--- config.mk ---
export PLATFORM = sky130hd
export DESIGN_NAME = pee_ctrl
export DESIGN_NICKNAME = d
export VERILOG_FILES = /design/src/pee_pkg.sv /design/src/pee_ctrl.sv
export SDC_FILE = /design/constraint.sdc
export NUM_CORES = 1
export LEC_CHECK = 0
export BUFFER_PORTS_ARGS = -buffer_cell sky130_fd_sc_hd__buf_2
export CAP_MARGIN = 20
export CORE_AREA = 10 10 47 49
export CTS_CLUSTER_DIAMETER = 40
export DETAILED_ROUTE_END_ITERATION = 16
export DIE_AREA = 0 0 57 59
export HOLD_SLACK_MARGIN = 0.15
export PLACE_DENSITY_LB_ADDON = 0.2
export SLEW_MARGIN = 20
export SYNTH_ARGS = -nofsm -noshare
export SYNTH_HDL_FRONTEND = slang
export SYNTH_SLANG_ARGS = --single-unit
--- constraint.sdc ---
create_clock -name clk -period 2.3 [get_ports clk]
set_input_delay 0.345 -clock clk [delete_from_list [all_inputs] [get_ports clk]]
set_output_delay 0.345 -clock clk [all_outputs]
set_load 0.03 [all_outputs]
--- src/pee_pkg.sv ---
// ----------------------------------------------------------------------------
// pee_pkg
// Shared types and constants for the postfix expression evaluator: symbol
// codes, result select codes and the command and status bundles between the
// controller and the datapath.
// ----------------------------------------------------------------------------
`default_nettype none

package pee_pkg;

	localparam logic [7:0] SYM_ZERO  = 8'h30;
	localparam logic [7:0] SYM_NINE  = 8'h39;
	localparam logic [7:0] SYM_PLUS  = 8'h2B;
	localparam logic [7:0] SYM_MINUS = 8'h2D;
	localparam logic [7:0] SYM_STAR  = 8'h2A;
	localparam logic [7:0] SYM_SLASH = 8'h2F;

	// Source of the value written back over the first operand, one below the stack top.
	localparam logic [1:0] RES_ALU  = 2'd0;
	localparam logic [1:0] RES_MD   = 2'd1;
	localparam logic [1:0] RES_ZERO = 2'd2;

	typedef struct packed {
		logic       load;
		logic       push;
		logic       set_over;
		logic       set_under;
		logic       combine;
		logic [1:0] res_sel;
		logic       md_start;
		logic       emit;
	} cmd_t;

	typedef struct packed {
		logic digit;
		logic muldiv;
		logic div_zero;
		logic full;
		logic short;
		logic md_done;
		logic last;
		logic out_free;
	} stat_t;

endpackage

`default_nettype wire

--- src/pee_ctrl.sv ---
// ----------------------------------------------------------------------------
// pee_ctrl
// Evaluator controller: accepts one symbol, sequences push, combine or
// multiply/divide, and on the final symbol loads the result register.
// ----------------------------------------------------------------------------
`default_nettype none

module pee_ctrl (
	input  wire logic           clk,
	input  wire logic           arst_n,
	input  wire logic           in_valid,
	output logic                in_ready,
	input  wire pee_pkg::stat_t stat,
	output pee_pkg::cmd_t       cmd
);

	localparam logic [2:0] ST_IDLE   = 3'd0;
	localparam logic [2:0] ST_DECODE = 3'd1;
	localparam logic [2:0] ST_WAIT   = 3'd2;
	localparam logic [2:0] ST_TOP    = 3'd3;
	localparam logic [2:0] ST_EMIT   = 3'd4;

	logic [2:0] state_q;
	logic [2:0] state_d;
	logic [2:0] after_op;

	assign in_ready = (state_q == ST_IDLE);
	assign after_op = stat.last ? ST_TOP : ST_IDLE;

	always_comb begin
		cmd     = '0;
		state_d = state_q;
		case (state_q)
			ST_IDLE: begin
				if (in_valid) begin
					cmd.load = 1'b1;
					state_d  = ST_DECODE;
				end
			end
			ST_DECODE: begin
				state_d = after_op;
				if (stat.digit) begin
					if (stat.full) begin
						cmd.set_over = 1'b1;
					end else begin
						cmd.push = 1'b1;
					end
				end else if (stat.short) begin
					cmd.set_under = 1'b1;
				end else if (stat.div_zero) begin
					cmd.combine = 1'b1;
					cmd.res_sel = pee_pkg::RES_ZERO;
				end else if (stat.muldiv) begin
					cmd.md_start = 1'b1;
					state_d      = ST_WAIT;
				end else begin
					cmd.combine = 1'b1;
					cmd.res_sel = pee_pkg::RES_ALU;
				end
			end
			ST_WAIT: begin
				if (stat.md_done) begin
					cmd.combine = 1'b1;
					cmd.res_sel = pee_pkg::RES_MD;
					state_d     = after_op;
				end
			end
			ST_TOP: begin
				// Wait state for the registered stack top read to catch up with the last write.
				state_d = ST_EMIT;
			end
			ST_EMIT: begin
				if (stat.out_free) begin
					cmd.emit = 1'b1;
					state_d  = ST_IDLE;
				end
			end
			default: begin
				state_d = ST_IDLE;
			end
		endcase
	end

	always_ff @(posedge clk or negedge arst_n) begin
		if (!arst_n) begin
			state_q <= ST_IDLE;
		end else begin
			state_q <= state_d;
		end
	end

	a_done_in_wait: assert property (@(posedge clk) disable iff (!arst_n)
		stat.md_done |-> state_q == ST_WAIT)
		else $error("multiply/divide finished outside wait state");

endmodule

`default_nettype wire

==> results.tsv, run 1 <==
metric	value	unit
status	completed	
Levels on crit path	4	
CP delay by family, top	flip-flops	
vias in the first global route	383	
WP data required	1.96	ns
RSZ-0062 raised after global routing	no	
VDD IR max	524.2	uV
GRT met2 Usage	0.08837	
largest net degree at the start of global routing	12	
cell chain of the critical path	nor4b_4 > nand2_1 > o21bai_1 > buf_2	
Initial Utilization	0.2402	
number of setup buffers added after CTS	0	
commonest non-fill, non-tap cell in the layout	buf_2	
Placement Cell Area	429.2	sq um
Gate power share	0.561	
DRC	0	
DR WL/cell	11.42	microns
Worst slew margin	0.7288	
synth warn	0	
H-tree depth	1	
Worst-Skew Late Latency	0.23	ns
Flop pwr share	0.264	
commonest cells after routing, fill and taps aside	buf_2, nor2_1	
CTS max path bufs	2	
Pleak	0.2685	nW
fin nets	74	
layout cell share with drive strength beyond 1	0.5161	
pwr dens	1110	mW/mm^2
Critical Path End Type	output pin	
Clock Power Share	0.175	
startpoint type of the worst setup path	flop	
Final period util	0.8188	
Worst Hold Margin	0.3178	ns
reg2reg end	state_q[1]$_DFFE_PN0P_	
grt peak-use layer	met2	
leading area contributor after synthesis	dfrtp_1	
largest registers	state_q x3	
post-synthesis sequential area ratio	0.2230	
instance count of the mapped netlist	40	
GRT Resource Usage Total	0.05539	
Syn Nets	51	
via count	346	
First-pass DRT Iterations	2	
post-route cell area	465.4	sq um
WL final	891	microns
RD Place Congestion	0.7043	
M3 GR Usage	0.03433	
reg2reg start	state_q[1]$_DFFE_PN0P_	
worst slew pin tran	0.4067	ns
DRT antenna net count	0	
post-layout util	0.3321	
Final WS setup	0.4167	ns
PortBufs	20	
crit path kind	reg -> out	
CP bufs+invs	1	
R2R Setup Slk	1.02	ns
TritonCTS clock tree	done	
clock tree sinks	3	
FMAX	0.5310	GHz
Avg Vias per Cell	4.436	
Sw Share	0.4881	
crit path DAT	1.54	ns
initial antenna violation count	0	
DPL Wire Length	731.2	microns
boundary pin count	21	
post-synth cell types	26	
largest register by flop count	state_q	
Final Hold Viols	0	
CP max FO	11	
first-pass GRT wire length	1545	microns
grt total ovfl	0	
Post-Route Setup TNS	0	ns
Row Count	14	
Filler Cell Count	173	
CTS Buf Count	3	
Pwr Total	0.5168	mW
CP startpoint	state_q[1]$_DFFE_PN0P_	
Sw Pwr	0.2522	mW
met1 GRT Util	0.05483	
Die ar.	0.003363	sq mm
Setup-failing EPs final	0	
root buffer cell	clkbuf_4	
final worst path period need	1.883	ns
Pint	0.2646	mW
Core Area	0.001401	sq mm
Yosys top cell area share	0.2230	
Worst Skew	0.002234	ns
DRT iter0 DRCs	2	
pre-CTS WS	0.6398	ns
Slew Limit Fails	0	
Die Y	59	microns
Syn Area/Cell	8.414	sq um
Mapped Area	336.6	sq um
synthesis-to-layout area growth	38.29	%
crit-path max cell delay	0.51	ns
Reg clk slew, reported paths	0.03	ns
Crit-path slowest cell	dfrtp_1	
antenna cells	0	
FF-to-FF path depth	3	
non-filler cells, final	78	
max FFs per register	3	
Synth area leaders	dfrtp_1, nor4b_4, and3_2, buf_6, nor2_1	
number of max-cap violations	0	
Seq cells post-synth	3	
crit path to	cmd[4]	
Placed Cells	73	
Die Wd	57	microns
worst hold-check path type	in -> reg	
-- cell usage after synthesis --
master,number
a21o_1,1
o22ai_2,1
inv_1,3
and3_1,1
and2_2,1
buf_2,1
a21oi_1,1
nor2b_1,1
a211o_1,1
and3_2,3
o21bai_1,1
o21ai_0,1
o21bai_2,1
and2_1,1
and2b_2,1
nand3_1,1
nand2_1,3
mux2_4,1
xor2_1,1
buf_6,2
nor2_1,6
dfrtp_1,3
nor4b_4,1
nand3b_1,1
nor3_1,1
a32oi_1,1
-- power groups by stage --
stage	registers [mW]	logic [mW]	clock network [mW]
2_1_floorplan	0.0845	0.298	0
3_3_place_gp	0.138	0.292	0
3_5_place_dp	0.139	0.292	0
4_1_cts	0.138	0.295	0.0936
5_1_grt	0.144	0.326	0.0941
6_report	0.137	0.290	0.0903
-- worst min-delay path by stage --
stage,startpoint,to,slack [ns],depth (start not counted)
6_report,stat[0],state_q[2]$_DFFE_PN0P_,0.32,2
3_3_place_gp,arst_n,state_q[2]$_DFFE_PN0P_,0.14,1
4_1_cts,stat[0],state_q[2]$_DFFE_PN0P_,0.31,2
2_1_floorplan,arst_n,state_q[0]$_DFFE_PN0P_,0.05,0
5_1_grt,stat[0],state_q[2]$_DFFE_PN0P_,0.33,2
3_5_place_dp,arst_n,state_q[0]$_DFFE_PN0P_,0.14,1
-- per-layer routing --
layer / vias up / wire length (microns) / part of all wire
met3: 0 / 106 / 0.12
met1: 152 / 391 / 0.44
met2: 13 / 393 / 0.44
li1: 181 / - / -
met4: 0 / 0 / 0
met5: - / 0 / 0
-- cell type report --
cell class	count	area, sq um	share of cell area
Clock buffer	4	26.28	0.05645
Inverter	3	11.26	0.02419
Multi-Input combinational cell	31	222.7	0.4785
Sequential cell	3	75.07	0.1613
Tap cell	16	20.02	0.04301
Timing Repair Buffer	21	110.1	0.2366
-- kinds of logic after synthesis --
logic type	share of synthesized area
and+or+nand+nor	0.3941
xor gates and xnor gates	0.02603
muxes	0.04460
AOI/OAI and AO/OA	0.1970
buffers and inverters	0.1152
DFF	0.2230
-- what timing repair did --
action                                 in CTS  in global routing
hold buffers                                1                  0
setup endpoints to repair                   0                  0
resized for setup                           0                  0
endpoints found under the hold margin       3                  0
Power figures use the tool's default switching activity.
==> run 2, diff against run 1 <==
==> constraint.sdc (replaced) <==
create_clock -name clk -period 1.6 [get_ports clk]
set_input_delay 0.24 -clock clk [delete_from_list [all_inputs] [get_ports clk]]
set_output_delay 0.24 -clock clk [all_outputs]
set_load 0.03 [all_outputs]
==> run 2 against run 1 <==
Die area is the same. Sequential cell count unchanged. Via count grew 2.3%. Sequential power grew 17%. Critical endpoint is now cmd[1]. The run now ends with negative setup slack left. Global-route usage rose by 0.19 points.
==> results.tsv, run 2 (synthesized netlist as in run 1, its figures left out) <==
metric	value	unit
M3 GR Usage	0.03433	
post-route cell area	543.0	sq um
DR WL/cell	11.69	microns
Post-Route Setup TNS	-0.03076	ns
cell chain of the critical path	nor4b_4 > and3_2 > buf_4	
CTS Buf Count	3	
largest net degree at the start of global routing	11	
Crit-path slowest cell	dfrtp_1	
pwr dens	1621	mW/mm^2
Final Hold Viols	0	
first-pass GRT wire length	1552	microns
synthesis-to-layout area growth	61.34	%
Sw Share	0.4659	
Initial Utilization	0.2402	
antenna cells	0	
startpoint type of the worst setup path	flop	
Worst slew margin	0.8007	
Placement Cell Area	466.7	sq um
Sw Pwr	0.4102	mW
Final period util	1.011	
FMAX	0.6181	GHz
Slew Limit Fails	0	
commonest cells after routing, fill and taps aside	buf_2, clkbuf_4, buf_4	
DPL Wire Length	779	microns
commonest non-fill, non-tap cell in the layout	buf_2	
pre-CTS WS	0.1476	ns
Die Wd	57	microns
VDD IR max	813.8	uV
DRT antenna net count	0	
Pleak	0.2909	nW
First-pass DRT Iterations	4	
met1 GRT Util	0.06954	
PortBufs	20	
root buffer cell	clkbuf_4	
DRT iter0 DRCs	2	
worst hold-check path type	in -> reg	
GRT Resource Usage Total	0.05724	
Core Area	0.001401	sq mm
TritonCTS clock tree	done	
CTS max path bufs	2	
CP max FO	5	
R2R Setup Slk	0.34	ns
vias in the first global route	352	
clock tree sinks	3	
crit path DAT	1.38	ns
CP bufs+invs	1	
initial antenna violation count	0	
failing checks	negative setup slack	
RD Place Congestion	0.7147	
crit path kind	reg -> out	
number of max-cap violations	0	
Flop pwr share	0.182	
Gate power share	0.668	
Worst Skew	0.005060	ns
Critical Path End Type	output pin	
RSZ-0062 raised after global routing	yes	
Pwr Total	0.8804	mW
layout cell share with drive strength beyond 1	0.6462	
number of setup buffers added after CTS	0	
max FFs per register	3	
Final WS setup	-0.01788	ns
Worst-Skew Late Latency	0.23	ns
Pint	0.4702	mW
crit-path max cell delay	0.39	ns
fin nets	77	
Avg Vias per Cell	4.370	
grt total ovfl	0	
status	finished, violations left	
Clock Power Share	0.151	
Reg clk slew, reported paths	0.04	ns
DRC	0	
largest register by flop count	state_q	
final worst path period need	1.618	ns
Setup-failing EPs final	3	
largest registers	state_q x3	
Die Y	59	microns
WP data required	1.36	ns
CP delay by family, top	simple AND/OR/NAND/NOR gates	
H-tree depth	1	
Row Count	14	
via count	354	
grt peak-use layer	met2	
worst slew pin tran	0.2976	ns
WL final	947	microns
GRT met2 Usage	0.07597	
Placed Cells	76	
Die ar.	0.003363	sq mm
non-filler cells, final	81	
boundary pin count	21	
[run 2: layout make-up]
cell class,instances,area [sq um]
Clock buffer,4,26.28
Sequential cell,3,77.57
Multi-Input combinational cell,31,247.7
Tap cell,16,20.02
Fill cell,162,858.3
Timing Repair Buffer,24,160.2
Inverter,3,11.26
[run 2: worst register-to-register path: cells and delay by family, from the launching register on]
family / cells / cell delay (ns)
flip-flops: 1 / 0.37
AO/OA/AOI/OAI: 2 / 0.24
multiplexers: 1 / 0.32
buffers and inverters: 1 / 0.21
[run 2: worst paths after layout]
| kind | start | to | cells past startpoint |
|---|---|---|---|
| max in group asynchronous | arst_n | state_q[0]$_DFFE_PN0P_ | 2 |
| worst max-delay path | state_q[1]$_DFFE_PN0P_ | cmd[1] | 3 |
| worst min-delay path | stat[0] | state_q[2]$_DFFE_PN0P_ | 2 |
| min in group asynchronous | arst_n | state_q[1]$_DFFE_PN0P_ | 2 |
| worst max register to register | state_q[1]$_DFFE_PN0P_ | state_q[1]$_DFFE_PN0P_ | 4 |
| worst min register to register | state_q[0]$_DFFE_PN0P_ | state_q[2]$_DFFE_PN0P_ | 2 |
[run 2: per-stage QoR]
stage / hold WS (ns) / util
2_1_floorplan: -0.05559 / -
3_3_place_gp: 0.03694 / 0.3330
3_5_place_dp: 0.03795 / 0.3330
4_1_cts: 0.2106 / 0.3679
5_1_grt: 0.2255 / 0.3875
6_report: 0.2066 / 0.3875
[run 2: power groups by stage]
stage	logic (mW)	registers, mW	clock network [mW]
2_1_floorplan	0.459	0.121	0
3_3_place_gp	0.547	0.150	0
3_5_place_dp	0.550	0.150	0
4_1_cts	0.563	0.152	0.136
5_1_grt	0.640	0.169	0.144
6_report	0.588	0.160	0.133
[run 2: routing by layer]
metal	share of wire	vias up
li1	-	187
met1	0.51	151
met2	0.40	16
met3	0.096	0
met4	0	0
met5	0	-
[run 2: what timing repair did]
item	4_1_cts	5_1_grt
hold buffers	1	0
resized for setup	5	12
hold endpoints to repair	3	0
endpoints found under the setup margin	4	8
pin swaps	1	4
==> run 3, diff against run 2 <==
--- a/config.mk
+++ b/config.mk
@@ -7,10 +7,13 @@
 export LEC_CHECK = 0
 export BUFFER_PORTS_ARGS = -buffer_cell sky130_fd_sc_hd__buf_2
 export CAP_MARGIN = 20
-export CORE_AREA = 10 10 47 49
+export CELL_PAD_IN_SITES_DETAIL_PLACEMENT = 1
+export CELL_PAD_IN_SITES_GLOBAL_PLACEMENT = 2
+export CORE_MARGIN = 10
+export CORE_UTILIZATION = 18
 export CTS_CLUSTER_DIAMETER = 40
 export DETAILED_ROUTE_END_ITERATION = 16
-export DIE_AREA = 0 0 57 59
+export GPL_ROUTABILITY_DRIVEN = 0
 export HOLD_SLACK_MARGIN = 0.15
 export PLACE_DENSITY_LB_ADDON = 0.2
 export SLEW_MARGIN = 20
==> run 3 against run 2 <==
The run still ends with negative setup slack left. Power is 3.8% higher. Clock power is essentially flat. Combinational power rose by 8.0%. Register-to-register slack got worse by 0.02 ns. Die area grew 19%. Maximum frequency shrank 0.24%. Hold slack gained 0.0034 ns. Critical path type unchanged. Largest cell class unchanged. Largest power group unchanged.
==> results.tsv, run 3 (synthesized netlist as in run 1, its figures left out) <==
metric	value	unit
root buffer cell	clkbuf_4	
Final period util	1.014	
worst hold-check path type	in -> reg	
failing checks	negative setup slack	
Filler Cell Count	227	
PortBufs	20	
first-pass GRT wire length	1828	microns
Clock Power Share	0.149	
largest register by flop count	state_q	
Pleak	0.3042	nW
FMAX	0.6166	GHz
DRT antenna net count	0	
Worst-Skew Late Latency	0.24	ns
clock tree sinks	3	
CP max FO	5	
largest net degree at the start of global routing	11	
GRT Resource Usage Total	0.05627	
largest registers	state_q x3	
Pwr Total	0.9136	mW
Sw Share	0.4513	
antenna cells	0	
Initial Utilization	0.1928	
commonest cells after routing, fill and taps aside	buf_2, buf_4, clkbuf_4	
Flop pwr share	0.157	
final worst path period need	1.622	ns
fin nets	79	
Sw Pwr	0.4123	mW
grt total ovfl	0	
Core Area	0.001745	sq mm
crit path kind	reg -> out	
Avg Vias per Cell	4.152	
crit path DAT	1.38	ns
layout cell share with drive strength beyond 1	0.6418	
commonest non-fill, non-tap cell in the layout	buf_2	
Die ar.	0.003999	sq mm
Worst Skew	0.004455	ns
DR WL/cell	11.27	microns
pre-CTS WS	0.1099	ns
Worst slew margin	0.7885	
Critical Path End Type	output pin	
VDD IR max	631.6	uV
Reg clk slew, reported paths	0.04	ns
Slew Limit Fails	0	
Final WS setup	-0.02172	ns
Final Hold Viols	0	
initial antenna violation count	0	
DRT iter0 DRCs	0	
Gate power share	0.695	
vias in the first global route	407	
TritonCTS clock tree	done	
status	finished, violations left	
boundary pin count	21	
synthesis-to-layout area growth	68.77	%
Row Count	15	
WL final	1037	microns
RSZ-0062 raised after global routing	yes	
worst slew pin tran	0.3165	ns
Pint	0.5013	mW
Die Y	63.24	microns
pwr dens	1608	mW/mm^2
CTS Buf Count	3	
First-pass DRT Iterations	1	
max FFs per register	3	
CTS max path bufs	2	
number of max-cap violations	0	
DRC	0	
DPL Wire Length	871.5	microns
via count	382	
startpoint type of the worst setup path	flop	
H-tree depth	1	
Die Wd	63.24	microns
Post-Route Setup TNS	-0.05410	ns
Setup-failing EPs final	3	
WP data required	1.36	ns
run 3: cell count changes in the layout (fill, tap and decap cells not counted), sizes merged:
cell / before / now
buf: 20 / 23
clkbuf: 7 / 6
run 3: per-layer routing:
layer / track usage / up-vias / routed length (microns)
li1: - / 190 / -
met3: 0.02120 / 4 / 94
met4: 0.04918 / 0 / 40
met1: 0.06890 / 169 / 490
met2: 0.07360 / 19 / 411
met5: 0 / - / 0
run 3: power by group through the flow:
stage	registers [mW]	clock network, mW	logic, mW
global placement	0.146	0	0.562
CTS	0.148	0.140	0.588
floorplan	0.121	0	0.459
finish	0.143	0.136	0.635
global route	0.146	0.151	0.701
detailed placement	0.148	0	0.554
run 3: path summary, 6_finish.rpt:
check                           depth (start not counted)                   start                      to  slack, ns
max in group asynchronous                               2                  arst_n  state_q[2]$_DFFE_PN0P_       1.15
worst max register to register                          4  state_q[1]$_DFFE_PN0P_  state_q[1]$_DFFE_PN0P_       0.32
worst min register to register                          3  state_q[0]$_DFFE_PN0P_  state_q[1]$_DFFE_PN0P_       0.64
worst max-delay path                                    3  state_q[2]$_DFFE_PN0P_                  cmd[1]      -0.02
worst min-delay path                                    2                 stat[0]  state_q[2]$_DFFE_PN0P_       0.21
min in group asynchronous                               2                  arst_n  state_q[2]$_DFFE_PN0P_       0.33
run 3: through the flow:
stage	area [sq um]	util	hold WS, ns	instances
2_1_floorplan	351.6	-	-0.05559	40
3_3_place_gp	478.0	0.2738	0.03492	85
3_5_place_dp	478.0	0.2738	0.04113	85
4_1_cts	538.0	0.3082	0.2108	91
5_1_grt	568.0	0.3254	0.2348	92
6_report	568.0	0.3254	0.2101	92
run 3: area by class of cell:
class / count / area, sq um / share of cell area
multi-input cells: 31 / 245.2 / 0.4317
repair buffers: 26 / 177.7 / 0.3128
flip-flops and latches: 3 / 76.32 / 0.1344
well taps: 25 / 31.28 / 0.05507
clock buffers: 4 / 26.28 / 0.04626
inverters: 3 / 11.26 / 0.01982
run 3: critical path, stage by stage (launching register included):
cell and delay [ns]:
dfrtp_2 0.41, nor4b_4 0.35, and3_2 0.23, buf_4 0.15
run 3: repair_timing:
action                                  CTS  global route
hold endpoints to repair                  3             0
cloned                                    0             0
setup buffers                             1             1
endpoints found under the setup margin    5             8
hold buffers                              1             0
pin swaps                                 3             3
resized for setup                         6            11
